[src/mqtt_at_receive_line_parser_core_assert.svh]
// assertion macros for the subscription line parser
`ifndef MQTT_AT_RECEIVE_LINE_PARSER_CORE_ASSERT_SVH
`define MQTT_AT_RECEIVE_LINE_PARSER_CORE_ASSERT_SVH

// antecedent implies consequent in the same cycle
`define MQRX_ASSERT_NOW(lbl, clk, rst, ante, cons) \
   lbl: assert property (@(posedge clk) disable iff (rst) (ante) |-> (cons)) \
      else $error("assertion failed");

// antecedent implies consequent in the next cycle
`define MQRX_ASSERT_NEXT(lbl, clk, rst, ante, cons) \
   lbl: assert property (@(posedge clk) disable iff (rst) (ante) |=> (cons)) \
      else $error("assertion failed");

`endif

[src/mqrx_pkg.sv]
// shared constants and character tables for the subscription line parser
`default_nettype none
package mqrx_pkg;

   localparam int TopicMaxDefault   = 64;
   localparam int PayloadMaxDefault = 960;

   localparam logic [1:0] KIND_TOPIC   = 2'd0;
   localparam logic [1:0] KIND_PAYLOAD = 2'd1;
   localparam logic [1:0] KIND_STATUS  = 2'd2;

   localparam logic [1:0] CLASS_OTHER  = 2'd0;

   localparam logic [3:0] PREFIX_LEN = 4'd15;

   localparam logic [7:0] CHAR_QUOTE = 8'h22;
   localparam logic [7:0] CHAR_COMMA = 8'h2c;
   localparam logic [7:0] CHAR_NUL   = 8'h00;

   typedef struct packed {
      logic       valid;
      logic [1:0] kind;
      logic [7:0] char_out;
      logic       parse_ok;
      logic [1:0] topic_class;
   } result_type;

   // characters of the line prefix
   function automatic logic [7:0] lead_char(input logic [3:0] pos);
      logic [7:0] c;
      unique case (pos)
         4'd0:    c = "A";
         4'd1:    c = "T";
         4'd2:    c = "+";
         4'd3:    c = "M";
         4'd4:    c = "Q";
         4'd5:    c = "T";
         4'd6:    c = "T";
         4'd7:    c = "S";
         4'd8:    c = "U";
         4'd9:    c = "B";
         4'd10:   c = "R";
         4'd11:   c = "E";
         4'd12:   c = "C";
         4'd13:   c = "V";
         4'd14:   c = "=";
         default: c = 8'h00;
      endcase
      return c;
   endfunction

   // length of each known topic
   function automatic logic [3:0] class_len(input logic [1:0] k);
      logic [3:0] n;
      unique case (k)
         2'd1:    n = 4'd13;
         default: n = 4'd10;
      endcase
      return n;
   endfunction

   // characters of the known topics: 0 ota, 1 config, 2 cmd
   function automatic logic [7:0] class_char(input logic [1:0] k, input logic [3:0] p);
      logic [7:0] c;
      c = 8'h00;
      unique case (p)
         4'd0: c = "d";
         4'd1: c = "e";
         4'd2: c = "v";
         4'd3: c = "i";
         4'd4: c = "c";
         4'd5: c = "e";
         4'd6: c = "/";
         4'd7: begin
            unique case (k)
               2'd0:    c = "o";
               default: c = "c";
            endcase
         end
         4'd8: begin
            unique case (k)
               2'd0:    c = "t";
               2'd1:    c = "o";
               default: c = "m";
            endcase
         end
         4'd9: begin
            unique case (k)
               2'd0:    c = "a";
               2'd1:    c = "n";
               default: c = "d";
            endcase
         end
         4'd10:   c = "f";
         4'd11:   c = "i";
         4'd12:   c = "g";
         default: c = 8'h00;
      endcase
      return c;
   endfunction

endpackage
`default_nettype wire

[src/mqtt_at_receive_line_parser_core.sv]
// subscription line parser: one character per request, topic/payload/status out
//
//  channel  direction  handshake             payload
//  req      in         req_valid/req_stall   req_char_in, req_end_of_line
//  rsp      out        rsp_valid/rsp_stall   rsp_kind, rsp_char_out, rsp_parse_ok,
//                                            rsp_topic_class
//
//  a request passes the input register, then the result register
//  one request per cycle sustained while the result is not stalled; the phase update is a single short pass
//  reset clears the phase, counters, match flags and both valid bits
//  a stalled result holds the result register; the input register keeps
//  accepting until it too is full
`default_nettype none
`include "mqtt_at_receive_line_parser_core_assert.svh"
module mqtt_at_receive_line_parser_core #(
   parameter int TOPIC_MAX   = mqrx_pkg::TopicMaxDefault,
   parameter int PAYLOAD_MAX = mqrx_pkg::PayloadMaxDefault
) (
   input  wire logic       clock,
   input  wire logic       reset,
   input  wire logic       req_valid,
   output logic            req_stall,
   input  wire logic [7:0] req_char_in,
   input  wire logic       req_end_of_line,
   output logic            rsp_valid,
   input  wire logic       rsp_stall,
   output logic [1:0]      rsp_kind,
   output logic [7:0]      rsp_char_out,
   output logic            rsp_parse_ok,
   output logic [1:0]      rsp_topic_class
);

   localparam int TcW = $clog2(TOPIC_MAX);
   localparam int PcW = $clog2(PAYLOAD_MAX);

   localparam logic [3:0] PH_PREFIX = 4'd0;
   localparam logic [3:0] PH_COMMA1 = 4'd1;
   localparam logic [3:0] PH_TOPIC0 = 4'd2;
   localparam logic [3:0] PH_TOPIC  = 4'd3;
   localparam logic [3:0] PH_SKIP   = 4'd4;
   localparam logic [3:0] PH_COMMA2 = 4'd5;
   localparam logic [3:0] PH_PAY0   = 4'd6;
   localparam logic [3:0] PH_PAY    = 4'd7;
   localparam logic [3:0] PH_OK     = 4'd8;
   localparam logic [3:0] PH_FAIL   = 4'd9;

   logic           in_valid_ff;
   logic [7:0]     in_char_ff;
   logic           in_eol_ff;

   logic [3:0]     phase_ff, phase_in;
   logic [3:0]     prefix_pos_ff, prefix_pos_in;
   logic [TcW-1:0] topic_count_ff, topic_count_in;
   logic [PcW-1:0] payload_count_ff, payload_count_in;
   logic [2:0]     flags_ff, flags_in;

   logic           out_valid_ff;
   logic [1:0]     out_kind_ff;
   logic [7:0]     out_char_ff;
   logic           out_ok_ff;
   logic [1:0]     out_class_ff;

   logic                  proceed;
   mqrx_pkg::result_type  res;
   logic                  text_ok;
   logic [1:0]            fin_class;

   assign proceed   = !out_valid_ff || !rsp_stall;
   assign req_stall = in_valid_ff && !proceed;

   assign text_ok = (phase_ff == PH_PAY0) || (phase_ff == PH_OK);

   // class from the first known topic still matching at full length
   always_comb begin
      fin_class = mqrx_pkg::CLASS_OTHER;
      for (int k = 2; k >= 0; k--) begin
         if (flags_ff[k] && (topic_count_ff == TcW'(mqrx_pkg::class_len(2'(k))))) begin
            fin_class = 2'(k + 1);
         end
      end
   end

   always_comb begin
      phase_in         = phase_ff;
      prefix_pos_in    = prefix_pos_ff;
      topic_count_in   = topic_count_ff;
      payload_count_in = payload_count_ff;
      flags_in         = flags_ff;
      res              = '0;
      if (in_eol_ff) begin
         res.valid        = 1'b1;
         res.kind         = mqrx_pkg::KIND_STATUS;
         res.parse_ok     = text_ok;
         res.topic_class  = text_ok ? fin_class : mqrx_pkg::CLASS_OTHER;
         phase_in         = PH_PREFIX;
         prefix_pos_in    = '0;
         topic_count_in   = '0;
         payload_count_in = '0;
         flags_in         = 3'b111;
      end else if ((phase_ff == PH_OK) || (phase_ff == PH_FAIL)) begin
         phase_in = phase_ff;
      end else if (in_char_ff == mqrx_pkg::CHAR_NUL) begin
         phase_in = text_ok ? PH_OK : PH_FAIL;
      end else begin
         unique case (phase_ff)
            PH_PREFIX: begin
               if ((prefix_pos_ff < mqrx_pkg::PREFIX_LEN) &&
                   (in_char_ff == mqrx_pkg::lead_char(prefix_pos_ff))) begin
                  prefix_pos_in = prefix_pos_ff + 4'd1;
                  if (prefix_pos_in == mqrx_pkg::PREFIX_LEN) begin
                     phase_in = PH_COMMA1;
                  end
               end else begin
                  phase_in = PH_FAIL;
               end
            end
            PH_COMMA1: begin
               if (in_char_ff == mqrx_pkg::CHAR_COMMA) begin
                  phase_in = PH_TOPIC0;
               end
            end
            PH_TOPIC0: begin
               priority if (in_char_ff == mqrx_pkg::CHAR_QUOTE) begin
                  phase_in = PH_TOPIC;
               end else if (in_char_ff == mqrx_pkg::CHAR_COMMA) begin
                  phase_in = PH_PAY0;
               end else begin
                  phase_in = PH_COMMA2;
               end
            end
            PH_TOPIC: begin
               priority if (in_char_ff == mqrx_pkg::CHAR_QUOTE) begin
                  phase_in = PH_SKIP;
               end else if (topic_count_ff < TcW'(TOPIC_MAX - 1)) begin
                  for (int k = 0; k < 3; k++) begin
                     if ((topic_count_ff >= TcW'(mqrx_pkg::class_len(2'(k)))) ||
                         (in_char_ff != mqrx_pkg::class_char(2'(k), topic_count_ff[3:0]))) begin
                        flags_in[k] = 1'b0;
                     end
                  end
                  topic_count_in = topic_count_ff + TcW'(1);
                  res.valid      = 1'b1;
                  res.kind       = mqrx_pkg::KIND_TOPIC;
                  res.char_out   = in_char_ff;
               end else begin
                  phase_in = PH_TOPIC;
               end
            end
            PH_SKIP: begin
               phase_in = PH_COMMA2;
            end
            PH_COMMA2: begin
               if (in_char_ff == mqrx_pkg::CHAR_COMMA) begin
                  phase_in = PH_PAY0;
               end
            end
            PH_PAY0: begin
               phase_in = (in_char_ff == mqrx_pkg::CHAR_QUOTE) ? PH_PAY : PH_OK;
            end
            PH_PAY: begin
               priority if (in_char_ff == mqrx_pkg::CHAR_QUOTE) begin
                  phase_in = PH_OK;
               end else if (payload_count_ff < PcW'(PAYLOAD_MAX - 1)) begin
                  payload_count_in = payload_count_ff + PcW'(1);
                  res.valid        = 1'b1;
                  res.kind         = mqrx_pkg::KIND_PAYLOAD;
                  res.char_out     = in_char_ff;
               end else begin
                  phase_in = PH_PAY;
               end
            end
            default: begin
               phase_in = PH_FAIL;
            end
         endcase
      end
   end

   // input register
   always_ff @(posedge clock) begin
      if (reset) begin
         in_valid_ff <= 1'b0;
      end else if (!req_stall) begin
         in_valid_ff <= req_valid;
      end
      if (req_valid && !req_stall) begin
         in_char_ff <= req_char_in;
         in_eol_ff  <= req_end_of_line;
      end
   end

   // line state
   always_ff @(posedge clock) begin
      if (reset) begin
         phase_ff         <= PH_PREFIX;
         prefix_pos_ff    <= '0;
         topic_count_ff   <= '0;
         payload_count_ff <= '0;
         flags_ff         <= 3'b111;
      end else if (proceed && in_valid_ff) begin
         phase_ff         <= phase_in;
         prefix_pos_ff    <= prefix_pos_in;
         topic_count_ff   <= topic_count_in;
         payload_count_ff <= payload_count_in;
         flags_ff         <= flags_in;
      end
   end

   // result register
   always_ff @(posedge clock) begin
      if (reset) begin
         out_valid_ff <= 1'b0;
      end else if (proceed) begin
         out_valid_ff <= in_valid_ff && res.valid;
      end
      if (proceed) begin
         out_kind_ff  <= res.kind;
         out_char_ff  <= res.char_out;
         out_ok_ff    <= res.parse_ok;
         out_class_ff <= res.topic_class;
      end
   end

   assign rsp_valid       = out_valid_ff;
   assign rsp_kind        = out_kind_ff;
   assign rsp_char_out    = out_char_ff;
   assign rsp_parse_ok    = out_ok_ff;
   assign rsp_topic_class = out_class_ff;

   `MQRX_ASSERT_NOW(a_char_no_status, clock, reset,
      rsp_valid && (rsp_kind != mqrx_pkg::KIND_STATUS),
      !rsp_parse_ok && (rsp_topic_class == mqrx_pkg::CLASS_OTHER))
   `MQRX_ASSERT_NOW(a_fail_no_class, clock, reset,
      rsp_valid && (rsp_kind == mqrx_pkg::KIND_STATUS) && !rsp_parse_ok,
      (rsp_topic_class == mqrx_pkg::CLASS_OTHER) && (rsp_char_out == 8'h00))
   `MQRX_ASSERT_NEXT(a_eol_clears, clock, reset,
      proceed && in_valid_ff && in_eol_ff,
      (phase_ff == PH_PREFIX) && (topic_count_ff == '0) && (flags_ff == 3'b111)
         && rsp_valid && (rsp_kind == mqrx_pkg::KIND_STATUS))
   `MQRX_ASSERT_NOW(a_topic_bound, clock, reset,
      1'b1,
      (topic_count_ff <= TcW'(TOPIC_MAX - 1)) && (payload_count_ff <= PcW'(PAYLOAD_MAX - 1)))

endmodule
`default_nettype wire

[config.mk]
export PLATFORM = sky130hd
export DESIGN_NAME = mqtt_at_receive_line_parser_core
export DESIGN_NICKNAME = d
export VERILOG_FILES = /design/src/mqrx_pkg.sv /design/src/mqtt_at_receive_line_parser_core.sv
export VERILOG_INCLUDE_DIRS = /design/src /design/src/src
export SDC_FILE = /design/constraint.sdc
export NUM_CORES = 1
export LEC_CHECK = 0
export BUFFER_PORTS_ARGS = -buffer_cell sky130_fd_sc_hd__buf_2
export CORE_MARGIN = 1
export CORE_UTILIZATION = 54
export CTS_BUF_LIST = sky130_fd_sc_hd__clkbuf_4 sky130_fd_sc_hd__clkbuf_8 sky130_fd_sc_hd__clkbuf_16
export CTS_CLUSTER_DIAMETER = 80
export DETAILED_ROUTE_END_ITERATION = 6
export MAX_ROUTING_LAYER = met4
export PLACE_DENSITY = 0.76
export SYNTH_ARGS = -nofsm -noshare
export SYNTH_HDL_FRONTEND = slang
export SYNTH_SLANG_ARGS = --single-unit
[constraint.sdc]
create_clock -name clock -period 2.5 [get_ports clock]
set_input_delay 0.125 -clock clock [delete_from_list [all_inputs] [get_ports clock]]
set_output_delay 0.125 -clock clock [all_outputs]
set_load 0.03 [all_outputs]
### Word-level counts from Yosys, hierarchy flattened

Memories as Yosys holds them, arrays and structs flattened. A register that Yosys moved wholly into a read port is not among the register bits.
Index checks and enable logic that the tools add are counted.
Widths: inputs -> output; s select.

* multiplexer cells: 92
* bitwise gates (word level): 2
* equality and inequality tests: 38
* reduce and logical (&&, ||, !) cells: 44
* magnitude comparators: 5
* add/subtract/negate cells: 3

Operator list (count)
* $mux 8: 22
* $mux 4: 31
* $pmux 7 s11: 1
* $pmux 7 s10: 1
* $mux 11: 6
* $pmux 7 s9: 1
* $mux 10: 6
* $mux 6: 6
* $eq 4x3->1 const B: 8
* $eq 4x4->1 const B: 8
* $pmux 4 s8: 1
* $reduce_and 7->1: 4
* $mux 3: 8
* $ne 8x8->1: 3
* $pmux 11 s2: 1
* $reduce_bool 2->1: 9
* $eq 4x2->1 const B: 4
* $eq 8x6->1 const B: 2
* $ne 5x5->1 const B: 3
* $eq 6x4->1 const B: 2
* $ge 6x4->1: 2
* $reduce_and 6->1: 2
* $add 10x1->10 const B: 1
* $lt 10x10->1 const B: 1
* 20 further kinds: 51

* memories: 1
* output and inout bits: 15
* input port bits: 13
* bits in read-only memories: 112
* flip-flop bits (word level): 51

Memories
* (no name shown): depth 16, bits a word 7, read ports 1, clocked after memory_dff 1, wr ports 0, RTL line mqrx_pkg.sv:31 `unique case (pos)`

### Longest topological paths before layout

* word-level depth: 18
* mapped depth: 11
* depth with buffers taken out: 11

### Worst setup path after synthesis

Ideal clock, no wire load.

* kind: flip-flop to flip-flop
* start: reg prefix_pos_ff[0]
* end: reg (tool-made name)
* buffers on the path: 0
* slack: -223 ps
* clock period less this slack: 2723 ps
* cell stages (with the launch flop): 12
* arrival: 2638 ps
* cells stage by stage: dfxtp_1 > ha_1 > a31oi_1 > nand4_1 > nor4_1 > nor4b_1 > a21oi_1 > nor2_1 > ha_1 > nand2_1 > o21ai_0 > a211oi_1

RTL lines
* start: declaration: RTL line mqtt_at_receive_line_parser_core.sv:52 `logic [3:0] prefix_pos_ff, prefix_pos_in;`
* start signal: assignment: RTL line mqtt_at_receive_line_parser_core.sv:202 `prefix_pos_ff <= prefix_pos_in;`

==> impl_metrics.csv <==
group,metric,value,unit
logic_synthesis,yosys-top-cells-count,"nor2_1, dfxtp_1, a21oi_1, nand2_1, xnor2_1",
sta,tightest_slew,0.738,ns
drt,wire_per_inst,16.9,um
finish,fin_area,4470,sq um
drt,routed_wl,9290,um
placement,placed_cells,514,
sta,fin_crit,2.54,ns
logic_synthesis,syn_area,3560,sq um
drt,vias,3339,
pwr,power.leakage,1.74,nW
logic_synthesis,synthCells,397,
run,cap_violations,0,
worst_setup_path,worstPathRequired,2.73,ns
pwr,ir_drop,0.000590,V
pwr,power.density,523,nW/um^2
logic_synthesis,synth_top_area_share,0.202,
logic_synthesis,synth_nets,424,
finish,drive_above_1_share,0.258,
sta,fin_hold_ws,0.0252,ns
pwr,p_total,2.34,mW
floorplanning,die_width,83.2,um
sta,final.setup.worst_slack,-0.0373,ns
global_route,grt_overflow_total,0,
sta,fin_crit_sh,1.01,
worst_setup_path,crit_arrival,2.76,ns
drt,ant_nets,0,
min_path,min_path_type,"in -> reg",
clocking,cts_tree,"built",
clocking,cts.clk_slew.worst_paths,0.07,ns
finish,syn2layout_area_growth,25.4,%
finish,n_fill_cell,441,
clocking,clock_sinks,58,
worst_setup_path,worstPathMaxFanout,5,
clocking,clockRootBuffer,"clkbuf_8",
drt,drt_iter0_markers,211,
floorplanning,io_pins,28,
global_route,grt_antenna_before_repair,0,
min_path,holdPathStages,3,
worst_setup_path,r2r_slack,-0.04,ns
sta,setup_viol,2,
floorplanning,core,6350,sq um
logic_synthesis,ys_top_cells_by_area,"dfxtp_1, edfxtp_1, xnor2_1",
floorplanning,num_rows,29,
worst_setup_path,timing.rr.start,"in_char_ff[0]",
logic_synthesis,avgSynthCellArea,8.97,sq um
finish,finish.utilization,0.703,
clocking,htreeDepth,3,
global_route,grt_use_total,0.279,
drt,route.detailed.drc,0,
floorplanning,die_area,6920,sq um
sta,finalHoldViolations,0,
floorplanning,initial_core_util,0.561,
global_route,grt_pass1_vias,3175,
status,status,"complete, but fails checks",
floorplanning,die_y,83.2,um
min_path,hold_end,"in_valid_ff",
logic_synthesis,async_reset_ff_frac,0,
sta,fmax,394,MHz
worst_setup_path,end_kind,"register",
worst_setup_path,path_class,"reg -> reg",
sta,slew_headroom,0.507,
global_route,grt_pass1_wl,14900,um
logic_synthesis,synthFlopType,"dfxtp_1",
worst_setup_path,ff2ff_path_depth,10,
placement,gpl.final_weighted_congestion,0.967,
logic_synthesis,synth_largest_area_cell,"dfxtp_1",
placement,dp_worst_setup_slack,-0.0259,ns
finish,stdcell_count,550,
status,failed_checks,"negative setup slack",
placement,portBuffers,27,
min_path,min_from,"req_valid",
logic_synthesis,synth_seq_cells,58,
drt,first_pass_iters,6,
sta,report.final.slew_viol_count,0,
clocking,cts_buffers,9,
placement,dp_hpwl,6270,um
placement,place_area,3960,sq um
logic_synthesis,synth_cell_types,62,
logic_synthesis,synth_edf_count,22,
sta,rsz0062_at_grt,"true",
logic_synthesis,yosys.cell_count.top_type,"nor2_1",
global_route,grt_max_degree,25,
worst_setup_path,worst_setup_path_start_kind,"register",
finish,n_antenna_cell,0,
logic_synthesis,ys_seq_area_frac,0.388,
clocking,clk_latency,0.34,ns
logic_synthesis,synth_warnings,0,
sta,clock_skew,0.00874,ns
sta,finalSetupTns,-0.0456,ns
drt,via_per_inst,6.07,
finish,nets,495,
clocking,cts_buffer_depth,2,
## layout by cell type (no fill, tap or decap), types with 4 or more instances in the layout
master	netlist	final
a21oi_1	32	31
a31oi_1	6	5
and2_1	10	10
and3_1	5	5
buf_2	0	27
buf_4	2	48
clkbuf_8	6	9
dfxtp_1	36	36
dlygate4sd3_1	0	9
edfxtp_1	22	22
ha_1	14	12
inv_1	12	12
mux2i_1	4	4
nand2_1	24	24
nand2b_1	8	7
nand3_1	8	8
nand4_1	6	6
nor2_1	45	43
nor3_1	17	17
nor4_1	8	6
o21ai_0	18	17
or4_1	5	4
or4_4	3	4
xnor2_1	24	21
xor2_1	7	7
## kinds of logic after synthesis
group / share of synthesized area
XOR/XNOR: 0.0762
AO/OA/AOI/OAI: 0.178
buffers and inverters: 0.0636
multiplexers: 0.0112
adder cells (fa/ha/maj): 0.0492
AND/OR/NAND/NOR: 0.233
flip-flops: 0.388
## repair_timing
item | CTS | global route
hold buffers | 9 | 0
setup buffers | 5 | 6
resized for setup | 2 | 14
endpoints found under the setup margin | 2 | 11
cloned | 0 | 0
pin swaps | 4 | 15
hold endpoints to repair | 9 | 0
## routing by layer
| layer | vias up | global-route usage | wire length (um) |
|---|---|---|---|
| li1 | 1586 | - | - |
| met5 | - | - | 0 |
| met1 | 1571 | 0.339 | 3810 |
| met3 | 18 | 0.0596 | 646 |
| met4 | 0 | 0.114 | 212 |
| met2 | 164 | 0.452 | 4620 |
## power breakdown
part	switching, mW	internal (mW)	leakage (nW)
Combinational	0.145	0.103	1.09
Clock	0.392	0.676	0.117
Sequential	0.0181	1.00	0.535
## final cells by class
type                       count  area (sq um)  area share
multi-input combinational    301          2100       0.469
inverter                      13          50.0      0.0112
clock buffer                  10           131      0.0294
clock inverter                 6           114      0.0255
sequential                    58          1380       0.309
timing repair buffer          85           597       0.134
tap                           77          96.3      0.0216
## worst max path at each step
stage / from / end / slack [ns] / cells past startpoint
final: in_char_ff[0] / register / -0.04 / 10
after global routing: in_char_ff[0] / register / -0.13 / 10
after CTS: prefix_pos_ff[0] / register / 0.02 / 11
after detailed placement: prefix_pos_ff[0] / register / -0.03 / 10
after global placement: prefix_pos_ff[0] / register / 0.05 / 10
after floorplan: in_char_ff[5] / register / -0.01 / 10
## worst max-delay path, cell delays in order, from the launching register on
cell	delay (ns)
edfxtp_1	0.48
xnor2_2	0.20
nand4_1	0.14
buf_6	0.16
nor4_4	0.31
o21ai_1	0.13
a21oi_2	0.22
nor2_4	0.08
ha_4	0.31
mux2i_1	0.08
o32a_2	0.32
No activity file was read; power rests on OpenSTA's default activity.
